--- config.mk ---
export PLATFORM = sky130hd
export DESIGN_NAME = epoch_ms_to_civil_datetime_core_flat
export DESIGN_NICKNAME = d
export VERILOG_FILES = /design/src/rtl/ecd_pkg.sv /design/src/rtl/ecd_if.sv /design/src/rtl/epoch_ms_to_civil_datetime_core.sv /design/src/rtl/ecd_pipe_ctrl.sv /design/src/rtl/ecd_day_split.sv /design/src/rtl/ecd_civil_date.sv /design/src/rtl/ecd_time_split.sv /design/src/flat_wrapper.sv
export VERILOG_INCLUDE_DIRS = /design/src /design/src/rtl
export SDC_FILE = /design/constraint.sdc
export NUM_CORES = 2
export LEC_CHECK = 0
export BUFFER_PORTS_ARGS = -buffer_cell sky130_fd_sc_hd__buf_2
export CAP_MARGIN = 0
export CORE_MARGIN = 2
export CORE_UTILIZATION = 55
export DETAILED_ROUTE_END_ITERATION = 16
export PLACE_DENSITY = 0.82
export SLEW_MARGIN = 30
export SYNTH_ARGS = -nofsm -noshare
export SYNTH_HDL_FRONTEND = slang
export SYNTH_SLANG_ARGS = --single-unit
--- constraint.sdc ---
create_clock -name clk_i -period 7.9 [get_ports clk_i]
set_input_delay 0.395 -clock clk_i [delete_from_list [all_inputs] [get_ports clk_i]]
set_output_delay 0.395 -clock clk_i [all_outputs]
set_load 0.02 [all_outputs]
--- src/rtl/epoch_ms_to_civil_datetime_core_assert.svh ---
// Assertion macros shared by the converter RTL.
// Each use stands on a line of its own and takes no trailing semicolon.
`ifndef EPOCH_MS_TO_CIVIL_DATETIME_CORE_ASSERT_SVH
`define EPOCH_MS_TO_CIVIL_DATETIME_CORE_ASSERT_SVH

// Concurrent check on an explicit clock and active-low reset.
`define ECD_ASSERT_CLK(lbl, clk, rst_n, prop, msg) \
  lbl: assert property (@(posedge clk) disable iff (!rst_n) prop) else $error(msg);

// Concurrent check on the module's own clk_i / rst_ni.
`define ECD_ASSERT(lbl, prop, msg) \
  `ECD_ASSERT_CLK(lbl, clk_i, rst_ni, prop, msg)

`endif

--- src/rtl/ecd_pkg.sv ---
`timescale 1ns / 1ps
package ecd_pkg;

  // Port field widths
  localparam int EpochW  = 48;
  localparam int YearW   = 14;
  localparam int MonthW  = 4;
  localparam int DomW    = 5;
  localparam int HourW   = 5;
  localparam int MinW    = 6;
  localparam int SecW    = 6;
  localparam int MsecW   = 10;

  // Pipeline depth
  localparam int NumStages = 14;
  localparam int StgLast   = NumStages - 1;

  // Day split: ms = days * 86400000 + ms_of_day, 86400000 = 84375 << 10
  localparam int MsLoW  = 10;
  localparam int XloW   = 15;
  localparam int XhiW   = EpochW - MsLoW - XloW;
  localparam int RemW   = 17;
  localparam int Q1W    = 7;
  localparam int Q2W    = 15;
  localparam int NumW   = RemW + XloW;
  localparam int DaysW  = Q1W + Q2W;
  localparam int MsodW  = RemW + MsLoW;
  localparam int RecipHiW = 7;
  localparam int RecipLoW = 16;
  localparam logic [RemW-1:0]     DayMsOdd = RemW'(84375);
  localparam logic [RecipHiW-1:0] RecipHi  = RecipHiW'(99);
  localparam logic [RecipLoW-1:0] RecipLo  = RecipLoW'(50903);

  // Civil date
  localparam int EraW   = 5;
  localparam int DoeW   = 18;
  localparam int YoeW   = 9;
  localparam int DoyW   = 9;
  localparam int MpW    = 4;
  localparam logic [DaysW-1:0] DayShift    = DaysW'(719468);
  localparam logic [DoeW-1:0]  EraDays     = DoeW'(146097);
  localparam logic [DoeW-1:0]  EraLastDay  = DoeW'(146096);
  localparam logic [DoeW-1:0]  CentDays    = DoeW'(36524);
  localparam logic [DoeW-1:0]  DaysPerYear = DoeW'(365);
  localparam logic [YearW-1:0] YearsPerEra = YearW'(400);
  localparam logic [EraW-1:0]  RecipEra    = EraW'(28);
  localparam logic [15:0]      RecipQuad   = 16'(45965);
  localparam logic [17:0]      RecipYear   = 18'(183860);
  localparam logic [5:0]       RecipCent   = 6'(41);
  localparam logic [9:0]       RecipMon    = 10'(857);

  // Time of day
  localparam int SodW    = 17;
  localparam int MinRemW = 12;
  localparam logic [24:0]        RecipSec   = 25'(17179870);
  localparam logic [MsecW-1:0]   MsPerSec   = MsecW'(1000);
  localparam logic [12:0]        RecipHour  = 13'(4661);
  localparam logic [MinRemW-1:0] SecPerHour = MinRemW'(3600);
  localparam logic [10:0]        RecipMin   = 11'(1093);
  localparam logic [SecW-1:0]    SecPerMin  = SecW'(60);

  typedef struct packed {
    logic [NumStages-1:0] en;
    logic [NumStages-1:0] vld;
  } ecd_ctrl_t;

  typedef struct packed {
    logic [HourW-1:0] hour;
    logic [MinW-1:0]  minute;
    logic [SecW-1:0]  second;
    logic [MsecW-1:0] msec;
  } ecd_time_t;

  // First day of the March-based month mp, counted from March 1
  function automatic logic [DoyW-1:0] month_start(input logic [MpW-1:0] mp);
    logic [DoyW-1:0] r;
    case (mp)
      4'd0:    r = DoyW'(0);
      4'd1:    r = DoyW'(31);
      4'd2:    r = DoyW'(61);
      4'd3:    r = DoyW'(92);
      4'd4:    r = DoyW'(122);
      4'd5:    r = DoyW'(153);
      4'd6:    r = DoyW'(184);
      4'd7:    r = DoyW'(214);
      4'd8:    r = DoyW'(245);
      4'd9:    r = DoyW'(275);
      4'd10:   r = DoyW'(306);
      4'd11:   r = DoyW'(337);
      default: r = DoyW'(0);
    endcase
    return r;
  endfunction

endpackage

--- src/rtl/ecd_if.sv ---
`timescale 1ns / 1ps
interface ecd_req_if;
  logic                        valid;
  logic                        ready;
  logic [ecd_pkg::EpochW-1:0]  epoch_ms;
  modport source (output valid, output epoch_ms, input ready);
  modport sink   (input valid, input epoch_ms, output ready);
endinterface

interface ecd_rsp_if;
  logic                        valid;
  logic                        ready;
  logic [ecd_pkg::YearW-1:0]   year;
  logic [ecd_pkg::MonthW-1:0]  month;
  logic [ecd_pkg::DomW-1:0]    day_of_month;
  logic [ecd_pkg::HourW-1:0]   hour;
  logic [ecd_pkg::MinW-1:0]    minute;
  logic [ecd_pkg::SecW-1:0]    second;
  logic [ecd_pkg::MsecW-1:0]   millisecond;
  modport source (output valid, output year, output month, output day_of_month,
                  output hour, output minute, output second, output millisecond,
                  input ready);
  modport sink   (input valid, input year, input month, input day_of_month,
                  input hour, input minute, input second, input millisecond,
                  output ready);
endinterface

--- src/rtl/epoch_ms_to_civil_datetime_core.sv ---
`timescale 1ns / 1ps
// 14 register stages (0-13), the first loaded at the accepting edge. Accepts one
// request per cycle while the output drains or a bubble sits in the pipeline.
// Backpressure holds the full pipeline; any bubble keeps the input ready.
// Reset (rst_ni, async, active low) clears only the stage valid bits; no state.
module epoch_ms_to_civil_datetime_core (
  input logic       clk_i,
  input logic       rst_ni,
  ecd_req_if.sink   req_i,
  ecd_rsp_if.source rsp_o
);
  import ecd_pkg::*;

  ecd_ctrl_t         ctrl;
  logic              in_ready;
  logic              out_valid;
  logic [DaysW-1:0]  days;
  logic [MsodW-1:0]  ms_of_day;
  logic [YearW-1:0]  year;
  logic [MonthW-1:0] month;
  logic [DomW-1:0]   dom;
  ecd_time_t         tod;

  // Valid bits and per-stage load enables; a stage loads when the output
  // drains or a bubble sits at or after it, so bubbles collapse under stall.
  ecd_pipe_ctrl u_ctrl (
    .clk_i       (clk_i),
    .rst_ni      (rst_ni),
    .in_valid_i  (req_i.valid),
    .in_ready_o  (in_ready),
    .out_valid_o (out_valid),
    .out_ready_i (rsp_o.ready),
    .ctrl_o      (ctrl)
  );

  // Stages 0-5: split the count into whole days and ms of day. The divide by
  // 86400000 runs as two reciprocal-multiply chunks, each with a one-step fix.
  ecd_day_split u_day (
    .clk_i       (clk_i),
    .ctrl_i      (ctrl),
    .epoch_ms_i  (req_i.epoch_ms),
    .days_o      (days),
    .ms_of_day_o (ms_of_day)
  );

  // Stages 6-13: era based civil-from-days conversion; March starts the
  // internal year, so Jan and Feb carry into the next calendar year.
  ecd_civil_date u_date (
    .clk_i   (clk_i),
    .rst_ni  (rst_ni),
    .ctrl_i  (ctrl),
    .days_i  (days),
    .year_o  (year),
    .month_o (month),
    .dom_o   (dom)
  );

  // Stages 6-13 in parallel: hour, minute, second, millisecond from the
  // ms of day, then delay to line up with the date path.
  ecd_time_split u_time (
    .clk_i  (clk_i),
    .rst_ni (rst_ni),
    .ctrl_i (ctrl),
    .msod_i (ms_of_day),
    .tod_o  (tod)
  );

  assign req_i.ready        = in_ready;
  assign rsp_o.valid        = out_valid;
  assign rsp_o.year         = year;
  assign rsp_o.month        = month;
  assign rsp_o.day_of_month = dom;
  assign rsp_o.hour         = tod.hour;
  assign rsp_o.minute       = tod.minute;
  assign rsp_o.second       = tod.second;
  assign rsp_o.millisecond  = tod.msec;

endmodule

--- src/rtl/ecd_pipe_ctrl.sv ---
`timescale 1ns / 1ps
`include "epoch_ms_to_civil_datetime_core_assert.svh"
module ecd_pipe_ctrl (
  input  logic              clk_i,
  input  logic              rst_ni,
  input  logic              in_valid_i,
  output logic              in_ready_o,
  output logic              out_valid_o,
  input  logic              out_ready_i,
  output ecd_pkg::ecd_ctrl_t ctrl_o
);
  import ecd_pkg::*;

  logic [NumStages-1:0] vld_q, vld_d, en, prev;
  logic                 in_fire, out_fire;

  // A stage may load when the output drains or any bubble sits at or after it
  always_comb begin
    for (int k = 0; k < NumStages; k++) begin
      en[k] = out_ready_i || (|((~vld_q) >> k));
    end
  end

  assign prev  = {vld_q[NumStages-2:0], in_valid_i};
  assign vld_d = (en & prev) | (~en & vld_q);

  always_ff @(posedge clk_i or negedge rst_ni) begin
    if (!rst_ni) begin
      vld_q <= '0;
    end else begin
      vld_q <= vld_d;
    end
  end

  assign in_ready_o  = en[0];
  assign out_valid_o = vld_q[StgLast];
  assign ctrl_o.en   = en;
  assign ctrl_o.vld  = vld_q;

  assign in_fire  = in_valid_i && in_ready_o;
  assign out_fire = vld_q[StgLast] && out_ready_i;

  `ECD_ASSERT(a_ctrl_conserve, rst_ni |=> ($countones(vld_q) == $past($countones(vld_q)) + $past(in_fire) - $past(out_fire)), "request count in pipeline broken")
  `ECD_ASSERT(a_ctrl_bubble_ready, (~&vld_q) |-> in_ready_o, "bubble present but input stalled")

endmodule

--- src/rtl/ecd_day_split.sv ---
`timescale 1ns / 1ps
module ecd_day_split (
  input  logic                       clk_i,
  input  ecd_pkg::ecd_ctrl_t         ctrl_i,
  input  logic [ecd_pkg::EpochW-1:0] epoch_ms_i,
  output logic [ecd_pkg::DaysW-1:0]  days_o,
  output logic [ecd_pkg::MsodW-1:0]  ms_of_day_o
);
  import ecd_pkg::*;

  localparam int P1W = XhiW + RecipHiW;
  localparam int P2W = NumW + RecipLoW;

  // Stage 0: estimate of the high-chunk quotient
  logic [XhiW-1:0]  x_hi;
  logic [P1W-1:0]   q1_prod;
  logic [Q1W-1:0]   s0_q1e_q;
  logic [XhiW-1:0]  s0_xhi_q;
  logic [XloW-1:0]  s0_xlo_q;
  logic [MsLoW-1:0] s0_lo_q;

  assign x_hi    = epoch_ms_i[EpochW-1 -: XhiW];
  assign q1_prod = P1W'(x_hi) * P1W'(RecipHi);

  always_ff @(posedge clk_i) begin
    if (ctrl_i.en[0]) begin
      s0_q1e_q <= q1_prod[P1W-1 -: Q1W];
      s0_xhi_q <= x_hi;
      s0_xlo_q <= epoch_ms_i[MsLoW +: XloW];
      s0_lo_q  <= epoch_ms_i[MsLoW-1:0];
    end
  end

  // Stage 1: partial remainder of the high chunk
  logic [XhiW-1:0]  p1, d1;
  logic [Q1W-1:0]   s1_q1e_q;
  logic [RemW:0]    s1_r1e_q;
  logic [XloW-1:0]  s1_xlo_q;
  logic [MsLoW-1:0] s1_lo_q;

  assign p1 = XhiW'(s0_q1e_q) * XhiW'(DayMsOdd);
  assign d1 = s0_xhi_q - p1;

  always_ff @(posedge clk_i) begin
    if (ctrl_i.en[1]) begin
      s1_q1e_q <= s0_q1e_q;
      s1_r1e_q <= d1[RemW:0];
      s1_xlo_q <= s0_xlo_q;
      s1_lo_q  <= s0_lo_q;
    end
  end

  // Stage 2: fix the high quotient, bring down the low chunk
  logic             fix1;
  logic [RemW:0]    r1_fix;
  logic [Q1W-1:0]   s2_q1_q;
  logic [NumW-1:0]  s2_num_q;
  logic [MsLoW-1:0] s2_lo_q;

  assign fix1   = s1_r1e_q >= {1'b0, DayMsOdd};
  assign r1_fix = fix1 ? s1_r1e_q - {1'b0, DayMsOdd} : s1_r1e_q;

  always_ff @(posedge clk_i) begin
    if (ctrl_i.en[2]) begin
      s2_q1_q  <= s1_q1e_q + Q1W'(fix1);
      s2_num_q <= {r1_fix[RemW-1:0], s1_xlo_q};
      s2_lo_q  <= s1_lo_q;
    end
  end

  // Stage 3: estimate of the low-chunk quotient
  logic [P2W-1:0]   q2_prod;
  logic [Q1W-1:0]   s3_q1_q;
  logic [NumW-1:0]  s3_num_q;
  logic [Q2W-1:0]   s3_q2e_q;
  logic [MsLoW-1:0] s3_lo_q;

  assign q2_prod = P2W'(s2_num_q) * P2W'(RecipLo);

  always_ff @(posedge clk_i) begin
    if (ctrl_i.en[3]) begin
      s3_q1_q  <= s2_q1_q;
      s3_num_q <= s2_num_q;
      s3_q2e_q <= q2_prod[NumW +: Q2W];
      s3_lo_q  <= s2_lo_q;
    end
  end

  // Stage 4: partial remainder of the low chunk
  logic [NumW-1:0]  p2, d2;
  logic [Q1W-1:0]   s4_q1_q;
  logic [Q2W-1:0]   s4_q2e_q;
  logic [RemW:0]    s4_r2e_q;
  logic [MsLoW-1:0] s4_lo_q;

  assign p2 = NumW'(s3_q2e_q) * NumW'(DayMsOdd);
  assign d2 = s3_num_q - p2;

  always_ff @(posedge clk_i) begin
    if (ctrl_i.en[4]) begin
      s4_q1_q  <= s3_q1_q;
      s4_q2e_q <= s3_q2e_q;
      s4_r2e_q <= d2[RemW:0];
      s4_lo_q  <= s3_lo_q;
    end
  end

  // Stage 5: fix the low quotient, reassemble day count and ms of day
  logic          fix2;
  logic [RemW:0] r2_fix;
  logic [DaysW-1:0] days_q;
  logic [MsodW-1:0] msod_q;

  assign fix2   = s4_r2e_q >= {1'b0, DayMsOdd};
  assign r2_fix = fix2 ? s4_r2e_q - {1'b0, DayMsOdd} : s4_r2e_q;

  always_ff @(posedge clk_i) begin
    if (ctrl_i.en[5]) begin
      days_q <= {s4_q1_q, s4_q2e_q + Q2W'(fix2)};
      msod_q <= {r2_fix[RemW-1:0], s4_lo_q};
    end
  end

  assign days_o      = days_q;
  assign ms_of_day_o = msod_q;

endmodule

--- src/rtl/ecd_civil_date.sv ---
`timescale 1ns / 1ps
`include "epoch_ms_to_civil_datetime_core_assert.svh"
module ecd_civil_date (
  input  logic                       clk_i,
  input  logic                       rst_ni,
  input  ecd_pkg::ecd_ctrl_t         ctrl_i,
  input  logic [ecd_pkg::DaysW-1:0]  days_i,
  output logic [ecd_pkg::YearW-1:0]  year_o,
  output logic [ecd_pkg::MonthW-1:0] month_o,
  output logic [ecd_pkg::DomW-1:0]   dom_o
);
  import ecd_pkg::*;

  localparam int PeW  = DaysW + EraW;
  localparam int PqW  = 32;
  localparam int PyW  = 36;
  localparam int PcW  = 14;
  localparam int TW   = 11;
  localparam int PmW  = 21;

  // Stage 6: shift to the March-based era origin, estimate the era
  logic [DaysW-1:0] z;
  logic [PeW-1:0]   era_prod;
  logic [DaysW-1:0] s6_z_q;
  logic [EraW-1:0]  s6_era_q;

  assign z        = days_i + DayShift;
  assign era_prod = PeW'(z) * PeW'(RecipEra);

  always_ff @(posedge clk_i) begin
    if (ctrl_i.en[6]) begin
      s6_z_q   <= z;
      s6_era_q <= era_prod[DaysW +: EraW];
    end
  end

  // Stage 7: day of era, possibly one era too many
  logic [DaysW-1:0] pe, de;
  logic [EraW-1:0]  s7_era_q;
  logic [DoeW:0]    s7_doe_q;

  assign pe = DaysW'(s6_era_q) * DaysW'(EraDays);
  assign de = s6_z_q - pe;

  always_ff @(posedge clk_i) begin
    if (ctrl_i.en[7]) begin
      s7_era_q <= s6_era_q;
      s7_doe_q <= de[DoeW:0];
    end
  end

  // Stage 8: fix era and day of era
  logic            fixe;
  logic [DoeW:0]   doe_fix;
  logic [EraW-1:0] s8_era_q;
  logic [DoeW-1:0] s8_doe_q;

  assign fixe    = s7_doe_q >= {1'b0, EraDays};
  assign doe_fix = fixe ? s7_doe_q - {1'b0, EraDays} : s7_doe_q;

  always_ff @(posedge clk_i) begin
    if (ctrl_i.en[8]) begin
      s8_era_q <= s7_era_q + EraW'(fixe);
      s8_doe_q <= doe_fix[DoeW-1:0];
    end
  end

  // Stage 9: drop leap days to get a 365-day numerator
  logic [PqW-1:0]  quad_prod;
  logic [6:0]      n_quad;
  logic [2:0]      n_cent;
  logic            n_era;
  logic [DoeW-1:0] num;
  logic [EraW-1:0] s9_era_q;
  logic [DoeW-1:0] s9_doe_q;
  logic [DoeW-1:0] s9_num_q;

  assign quad_prod = PqW'(s8_doe_q[DoeW-1:2]) * PqW'(RecipQuad);
  assign n_quad    = quad_prod[24 +: 7];
  assign n_cent    = 3'(s8_doe_q >= CentDays) + 3'(s8_doe_q >= DoeW'(CentDays * 2))
                   + 3'(s8_doe_q >= DoeW'(CentDays * 3)) + 3'(s8_doe_q >= DoeW'(CentDays * 4));
  assign n_era     = s8_doe_q == EraLastDay;
  assign num       = s8_doe_q - DoeW'(n_quad) + DoeW'(n_cent) - DoeW'(n_era);

  always_ff @(posedge clk_i) begin
    if (ctrl_i.en[9]) begin
      s9_era_q <= s8_era_q;
      s9_doe_q <= s8_doe_q;
      s9_num_q <= num;
    end
  end

  // Stage 10: year of era
  logic [PyW-1:0]  yoe_prod;
  logic [EraW-1:0] s10_era_q;
  logic [DoeW-1:0] s10_doe_q;
  logic [YoeW-1:0] s10_yoe_q;

  assign yoe_prod = PyW'(s9_num_q) * PyW'(RecipYear);

  always_ff @(posedge clk_i) begin
    if (ctrl_i.en[10]) begin
      s10_era_q <= s9_era_q;
      s10_doe_q <= s9_doe_q;
      s10_yoe_q <= yoe_prod[26 +: YoeW];
    end
  end

  // Stage 11: March-based year and day of year
  logic [YearW-1:0] y;
  logic [DoeW-1:0]  yoe_days, ydays, doy_full;
  logic [PcW-1:0]   cent_prod;
  logic [YearW-1:0] s11_y_q;
  logic [DoyW-1:0]  s11_doy_q;

  assign y         = YearW'(s10_era_q) * YearsPerEra + YearW'(s10_yoe_q);
  assign yoe_days  = DoeW'(s10_yoe_q) * DaysPerYear;
  assign cent_prod = PcW'(s10_yoe_q) * PcW'(RecipCent);
  assign ydays     = yoe_days + DoeW'(s10_yoe_q[YoeW-1:2]) - DoeW'(cent_prod[PcW-1 -: 2]);
  assign doy_full  = s10_doe_q - ydays;

  always_ff @(posedge clk_i) begin
    if (ctrl_i.en[11]) begin
      s11_y_q   <= y;
      s11_doy_q <= doy_full[DoyW-1:0];
    end
  end

  // Stage 12: March-based month index
  logic [TW-1:0]    t;
  logic [PmW-1:0]   mon_prod;
  logic [YearW-1:0] s12_y_q;
  logic [DoyW-1:0]  s12_doy_q;
  logic [MpW-1:0]   s12_mp_q;

  assign t        = {s11_doy_q, 2'b00} + TW'(s11_doy_q) + TW'(2);
  assign mon_prod = PmW'(t) * PmW'(RecipMon);

  always_ff @(posedge clk_i) begin
    if (ctrl_i.en[12]) begin
      s12_y_q   <= s11_y_q;
      s12_doy_q <= s11_doy_q;
      s12_mp_q  <= mon_prod[17 +: MpW];
    end
  end

  // Stage 13: day of month, January-based month, year carry for Jan / Feb
  logic [DoyW-1:0]   dom_full;
  logic [MonthW-1:0] m;
  logic [YearW-1:0]  year_q;
  logic [MonthW-1:0] month_q;
  logic [DomW-1:0]   dom_q;

  assign dom_full = s12_doy_q - month_start(s12_mp_q) + DoyW'(1);
  assign m        = (s12_mp_q < MpW'(10)) ? s12_mp_q + MpW'(3) : s12_mp_q - MpW'(9);

  always_ff @(posedge clk_i) begin
    if (ctrl_i.en[13]) begin
      year_q  <= (m <= MonthW'(2)) ? s12_y_q + YearW'(1) : s12_y_q;
      month_q <= m;
      dom_q   <= dom_full[DomW-1:0];
    end
  end

  assign year_o  = year_q;
  assign month_o = month_q;
  assign dom_o   = dom_q;

  `ECD_ASSERT(a_date_range, ctrl_i.vld[StgLast] |-> (month_q != '0 && month_q <= MonthW'(12) && dom_q != '0), "date field out of range")

endmodule

--- src/rtl/ecd_time_split.sv ---
`timescale 1ns / 1ps
`include "epoch_ms_to_civil_datetime_core_assert.svh"
module ecd_time_split (
  input  logic                      clk_i,
  input  logic                      rst_ni,
  input  ecd_pkg::ecd_ctrl_t        ctrl_i,
  input  logic [ecd_pkg::MsodW-1:0] msod_i,
  output ecd_pkg::ecd_time_t        tod_o
);
  import ecd_pkg::*;

  localparam int PsW = 49;
  localparam int PhW = 26;
  localparam int PnW = 21;

  // Stage 6: seconds of day
  logic [PsW-1:0]   sec_prod;
  logic [MsodW-1:0] t6_msod_q;
  logic [SodW-1:0]  t6_sod_q;

  assign sec_prod = PsW'(msod_i[MsodW-1:3]) * PsW'(RecipSec);

  always_ff @(posedge clk_i) begin
    if (ctrl_i.en[6]) begin
      t6_msod_q <= msod_i;
      t6_sod_q  <= sec_prod[31 +: SodW];
    end
  end

  // Stage 7: milliseconds and hour
  logic [MsodW-1:0] pms, dms;
  logic [PhW-1:0]   hour_prod;
  logic [SodW-1:0]  t7_sod_q;
  logic [MsecW-1:0] t7_msec_q;
  logic [HourW-1:0] t7_hour_q;

  assign pms       = MsodW'(t6_sod_q) * MsodW'(MsPerSec);
  assign dms       = t6_msod_q - pms;
  assign hour_prod = PhW'(t6_sod_q[SodW-1:4]) * PhW'(RecipHour);

  always_ff @(posedge clk_i) begin
    if (ctrl_i.en[7]) begin
      t7_sod_q  <= t6_sod_q;
      t7_msec_q <= dms[MsecW-1:0];
      t7_hour_q <= hour_prod[20 +: HourW];
    end
  end

  // Stage 8: seconds within the hour
  logic [SodW-1:0]    ph, dh;
  logic [MinRemW-1:0] t8_rem_q;
  logic [MsecW-1:0]   t8_msec_q;
  logic [HourW-1:0]   t8_hour_q;

  assign ph = SodW'(t7_hour_q) * SodW'(SecPerHour);
  assign dh = t7_sod_q - ph;

  always_ff @(posedge clk_i) begin
    if (ctrl_i.en[8]) begin
      t8_rem_q  <= dh[MinRemW-1:0];
      t8_msec_q <= t7_msec_q;
      t8_hour_q <= t7_hour_q;
    end
  end

  // Stage 9: minute
  logic [PnW-1:0]     min_prod;
  logic [MinRemW-1:0] t9_rem_q;
  logic [MsecW-1:0]   t9_msec_q;
  logic [HourW-1:0]   t9_hour_q;
  logic [MinW-1:0]    t9_min_q;

  assign min_prod = PnW'(t8_rem_q[MinRemW-1:2]) * PnW'(RecipMin);

  always_ff @(posedge clk_i) begin
    if (ctrl_i.en[9]) begin
      t9_rem_q  <= t8_rem_q;
      t9_msec_q <= t8_msec_q;
      t9_hour_q <= t8_hour_q;
      t9_min_q  <= min_prod[14 +: MinW];
    end
  end

  // Stage 10: second
  logic [MinRemW-1:0] pm, dm;
  ecd_time_t          t10_q, t11_q, t12_q, t13_q;

  assign pm = MinRemW'(t9_min_q) * MinRemW'(SecPerMin);
  assign dm = t9_rem_q - pm;

  always_ff @(posedge clk_i) begin
    if (ctrl_i.en[10]) begin
      t10_q.hour   <= t9_hour_q;
      t10_q.minute <= t9_min_q;
      t10_q.second <= dm[SecW-1:0];
      t10_q.msec   <= t9_msec_q;
    end
  end

  // Stages 11 to 13: align with the date path
  always_ff @(posedge clk_i) begin
    if (ctrl_i.en[11]) begin
      t11_q <= t10_q;
    end
    if (ctrl_i.en[12]) begin
      t12_q <= t11_q;
    end
    if (ctrl_i.en[13]) begin
      t13_q <= t12_q;
    end
  end

  assign tod_o = t13_q;

  `ECD_ASSERT(a_time_range, ctrl_i.vld[StgLast] |-> (t13_q.hour <= HourW'(23) && t13_q.minute <= MinW'(59) && t13_q.second <= SecW'(59) && t13_q.msec <= MsecW'(999)), "time field out of range")

endmodule
--- src/flat_wrapper.sv ---
// flat-port wrapper written by rule: the top's interface ports become plain ports
module epoch_ms_to_civil_datetime_core_flat import ecd_pkg::*;
  (clk_i, rst_ni, req_i_valid, req_i_epoch_ms, req_i_ready, rsp_o_valid, rsp_o_year, rsp_o_month, rsp_o_day_of_month, rsp_o_hour, rsp_o_minute, rsp_o_second, rsp_o_millisecond, rsp_o_ready);
  ecd_req_if req_i_i ();
  ecd_rsp_if rsp_o_i ();
  input logic clk_i;
  input logic rst_ni;
  input wire logic [$bits(req_i_i.valid)-1:0] req_i_valid;
  input wire logic [$bits(req_i_i.epoch_ms)-1:0] req_i_epoch_ms;
  output wire logic [$bits(req_i_i.ready)-1:0] req_i_ready;
  output wire logic [$bits(rsp_o_i.valid)-1:0] rsp_o_valid;
  output wire logic [$bits(rsp_o_i.year)-1:0] rsp_o_year;
  output wire logic [$bits(rsp_o_i.month)-1:0] rsp_o_month;
  output wire logic [$bits(rsp_o_i.day_of_month)-1:0] rsp_o_day_of_month;
  output wire logic [$bits(rsp_o_i.hour)-1:0] rsp_o_hour;
  output wire logic [$bits(rsp_o_i.minute)-1:0] rsp_o_minute;
  output wire logic [$bits(rsp_o_i.second)-1:0] rsp_o_second;
  output wire logic [$bits(rsp_o_i.millisecond)-1:0] rsp_o_millisecond;
  input wire logic [$bits(rsp_o_i.ready)-1:0] rsp_o_ready;
  assign req_i_i.valid = req_i_valid;
  assign req_i_i.epoch_ms = req_i_epoch_ms;
  assign req_i_ready = req_i_i.ready;
  assign rsp_o_valid = rsp_o_i.valid;
  assign rsp_o_year = rsp_o_i.year;
  assign rsp_o_month = rsp_o_i.month;
  assign rsp_o_day_of_month = rsp_o_i.day_of_month;
  assign rsp_o_hour = rsp_o_i.hour;
  assign rsp_o_minute = rsp_o_i.minute;
  assign rsp_o_second = rsp_o_i.second;
  assign rsp_o_millisecond = rsp_o_i.millisecond;
  assign rsp_o_i.ready = rsp_o_ready;
  epoch_ms_to_civil_datetime_core u_core (.clk_i(clk_i), .rst_ni(rst_ni), .req_i(req_i_i), .rsp_o(rsp_o_i));
endmodule
==> reports/results.md <==
| Group | Parameter | This run |
|---|---|---|
| outcome | Run status | finished with violations |
| outcome | Violations in the final reports | negative setup slack |
| sta | Min Hold Slack | 0.224 ns |
| yosys | Yosys warning count | 0 |
| drt | Total Routed Length | 139000 um |
| critical path | Top cell by count, worst path | fa_1 |
| yosys | Synth Area per Inst | 11.9 um^2 |
| placed design | Count of buffers from port buffering | 103 |
| critical path | Arrival time worst endpoint | 8.42 ns |
| clocking | Max Root-Sink Buffers | 3 |
| yosys | Mapped Nets | 8465 |
| drt | Number of DRC markers after the initial detailed-route iteration | 1982 |
| drt | Detailed-routing iteration count for the pre-antenna-repair pass | 5 |
| layout | Most common cell after layout, fill and taps aside | inv_1 |
| drt | Post-detailed-route wirelength per cell | 16.8 um |
| placed design | Last weighted congestion value of the routability-driven placer | 0.907 |
| sta | Final setup vio count | 5 |
| critical path | Required time at the endpoint of the critical path | 8.32 ns |
| sta | Final worst clock skew | 0.0597 ns |
| sta | Final number of hold-violating endpoints | 0 |
| yosys | Most frequently used flop master after synthesis | edfxtp_1 |
| worst hold path | Worst hold-check path type | in -> async |
| job | Max-capacitance violation count | 0 |
| placed design | Post-DP HPWL | 113000 um |
| sta | Unrepaired setup endpoints after global routing | yes |
| clocking | Buffer type at the clock tree root | clkbuf_16 |
| critical path | CP max stage delay | 0.56 ns |
| layout | Utilization after layout | 0.610 |
| sta | Max Slew Vio Count | 0 |
| die | Initial core utilization | 0.554 |
| drt | Via density per instance | 5.23 |
| critical path | Kind of critical path | reg -> reg |
| critical path | Cell type of the slowest stage on the worst timing path | fa_1 |
| drt | DRC violation count after routing | 0 |
| yosys | Async set-or-reset flop fraction in the synthesized netlist | 0.0192 |
| layout | Highest-count cells in the layout ignoring fill and taps | inv_1 (1597), ha_1 (1422), fa_1 (874), edfxtp_1 (709), xnor2_1 (239) |
| layout | Final-stage net count | 8808 |
| yosys | Proportion of synthesized chip area in sequential cells | 0.299 |
| clocking | Worst-skew pair later-pin latency | 0.72 ns |
| layout | Area growth, synth to finish | 10.1% |
| critical path | R2R setup slack | -0.11 ns |
| sta | Tightest slew margin relative to the limit | 0.431 |
| clocking | Clk pin slew, worst setup/hold paths | 0.06 ns |
| layout | Antenna cells | 0 |
| clocking | Number of buffers added by the clock tree synthesis step | 82 |
| sta | Max Clock Freq | 125 MHz |
| global route | Maximum number of pins on one net before global-route repair | 54 |
| clocking | Clock tree from TritonCTS | yes |
| critical path | Crit Reg-Reg Endpoint | u_core.u_date.s9_num_q[17] |
| yosys | Count of flip-flops with a built-in enable after synthesis | 709 |
| die | Die span in x | 368 um |
| layout | Proportion of layout cells with a drive suffix above 1 | 0.0709 |
| yosys | Number of register bits inferred by synthesis | 728 |
| global route | Initial antenna violation count | 2 |
| critical path | Cell count of the worst reg-to-reg path | 29 |
| yosys | Number of distinct library cell variants in the gate-level netlist after synthesis | 75 |
| sta | Post-route clock period utilization | 1.01 |
| placed design | Post-placement cell count | 8045 |
| global route | Total routing resource utilization after global routing | 0.215 |
| die | Number of placement rows | 133 |
| sta | Final worst path period need | 8.01 ns |
| critical path | CP endpoint kind | flip-flop |
| yosys | Post-synthesis cell area | 72700 um^2 |
| critical path | Setup crit start kind | flip-flop |
| global route | Total overflow reported by the global router | 0 |
| clocking | Clock sink total | 728 |
| die | Total die area | 135000 um^2 |
| sta | Worst Max-Slew Pin Slew | 0.854 ns |
| layout | Number of standard cells in the layout, taps in and fillers out | 8270 |
| drt | DR vias | 43200 |
| die | Number of primary I/O pins | 104 |
| critical path | Highest fanout seen on the critical path | 3 |
| clocking | Maximum level of the CTS H-tree | 3 |
| yosys | Gate Count Post-Synth | 6103 |
| die | Die height | 368 um |
| die | Core outline area | 131000 um^2 |
| critical path | Critical R2R Launch | u_core.u_date.s8_doe_q[6] |
| global route | Global-route wire length before repair | 235000 um |
| global route | Number of global-route vias before repair | 47700 |
| drt | Detail Route Antenna Nets | 0 |
| sta | Worst setup slack after layout | -0.106 ns |
[repair_timing]
| action | 4_1_cts | 5_1_grt |
|---|---|---|
| buffers inserted | 20 | 9 |
| setup endpoints to repair | 8 | 11 |
| hold endpoints to repair | 58 | 0 |
| pin swaps | 35 | 25 |
| resized for setup | 39 | 34 |
| hold buffers | 45 | 0 |
[state kept, by name, indices dropped and copies added, names as in the netlist, 18 cells and up, named ones only]
register,flops
u_core.u_day.s3_num_q,18
u_core.u_day.s0_xhi_q,18
u_core.u_time.tod_o,27
u_core.u_date.s7_doe_q,19
u_core.u_day.ms_of_day_o,27
u_core.u_day.s1_r1e_q,18
u_core.u_time.t10_q,27
u_core.u_date.s6_z_q,19
u_core.u_day.s2_num_q,32
u_core.u_time.t12_q,27
u_core.u_date.s9_num_q,18
u_core.u_day.s4_r2e_q,18
u_core.u_day.days_o,22
u_core.u_time.t11_q,27
u_core.u_date.s8_doe_q,18
[routing by layer]
layer	GRT usage	wire length, um	vias to the layer above	share of wire
li1	-	-	20600	-
met1	0.267	57300	21600	0.41
met2	0.393	73000	766	0.53
met3	0.0286	5200	249	0.037
met4	0.0575	3480	2	0.025
met5	0	7	-	0.000050
[cell usage after synthesis (5+ instances only)]
master	count	area, um^2
nor3_1	45	225
xnor2_1	243	2130
o31ai_1	9	67.6
fa_1	878	17600
and2_1	12	75.1
ha_1	1432	17900
nand4_1	23	144
a31o_2	5	43.8
nor4_1	10	62.6
nand2_1	131	492
nor2_1	133	499
a211oi_1	18	135
or3_1	9	56.3
and4_1	7	61.3
o21ai_0	83	415
nand3b_1	8	60.1
a21o_1	78	586
a31oi_1	16	100
edfxtp_1	709	21300
dfrtp_1	14	350
a21oi_1	161	806
a211o_1	14	123
inv_1	1617	6070
nand2b_1	37	231
nor2b_1	19	119
or2_2	10	62.6
dfxtp_1	5	100
a41oi_1	6	52.6
o21bai_1	25	188
xor2_1	111	972
o211ai_1	13	97.6
nor2_2	6	37.5
and3_1	35	219
o21a_1	24	180
mux2_2	5	56.3
o2111ai_1	8	70.1
nand3_1	65	325
[kinds of logic (layout without fill, tap and decap cells)]
group                    count (synthesis)  in the layout  synth area share
adder cells (fa/ha/maj)               2310           2310             0.488
XOR/XNOR                               354            354            0.0426
multiplexers                             9              9           0.00132
AND/OR/NAND/NOR                        567            567            0.0389
buffers and inverters                 1621           2033            0.0838
flip-flops                             728            728             0.299
AO/OA/AOI/OAI                          514            514            0.0463
[metrics by stage]
step	cell area [um^2]	TNS (ns)	worst slack, ns
after global placement	76100	-1.19	-0.304
after CTS	79800	-0.451	-0.150
after floorplan	72700	0	0.0113
after detailed placement	76100	-1.76	-0.406
final	80100	-0.308	-0.106
after global routing	80100	-2.04	-0.388
[area by class of cell]
class / count / area, um^2
Fill cell: 9878 / 51200
Clock inverter: 58 / 848
Sequential cell: 728 / 21700
Multi-Input combinational cell: 3754 / 45200
Timing Repair Buffer: 263 / 1860
Clock buffer: 95 / 2110
Inverter: 1617 / 6080
Tap cell: 1755 / 2200
[worst max-delay path by stage]
stage                               from                         end  slack [ns]
2_1_floorplan  u_core.u_date.s8_doe_q[7]  u_core.u_date.s9_num_q[16]        0.01
6_report       u_core.u_date.s8_doe_q[6]  u_core.u_date.s9_num_q[17]       -0.11
3_5_place_dp   u_core.u_date.s8_doe_q[5]  u_core.u_date.s9_num_q[16]       -0.41
5_1_grt        u_core.u_date.s8_doe_q[7]  u_core.u_date.s9_num_q[16]       -0.39
4_1_cts        u_core.u_date.s8_doe_q[7]  u_core.u_date.s9_num_q[16]       -0.15
3_3_place_gp   u_core.u_date.s8_doe_q[6]  u_core.u_date.s9_num_q[16]       -0.30
[worst max-delay path, delay by kind of cell (launching register included)]
| kind | cells | cell delay [ns] |
|---|---|---|
| compound gates | 10 | 1.90 |
| xor+xnor | 1 | 0.11 |
| fa+ha+maj | 10 | 4.47 |
| buf+inv | 5 | 0.46 |
| flops | 1 | 0.48 |
| simple gates | 3 | 0.31 |
Power is left out: the tool's default activity adds up to more than one toggle a clock period on the data nets, which glitch-free logic cannot reach.
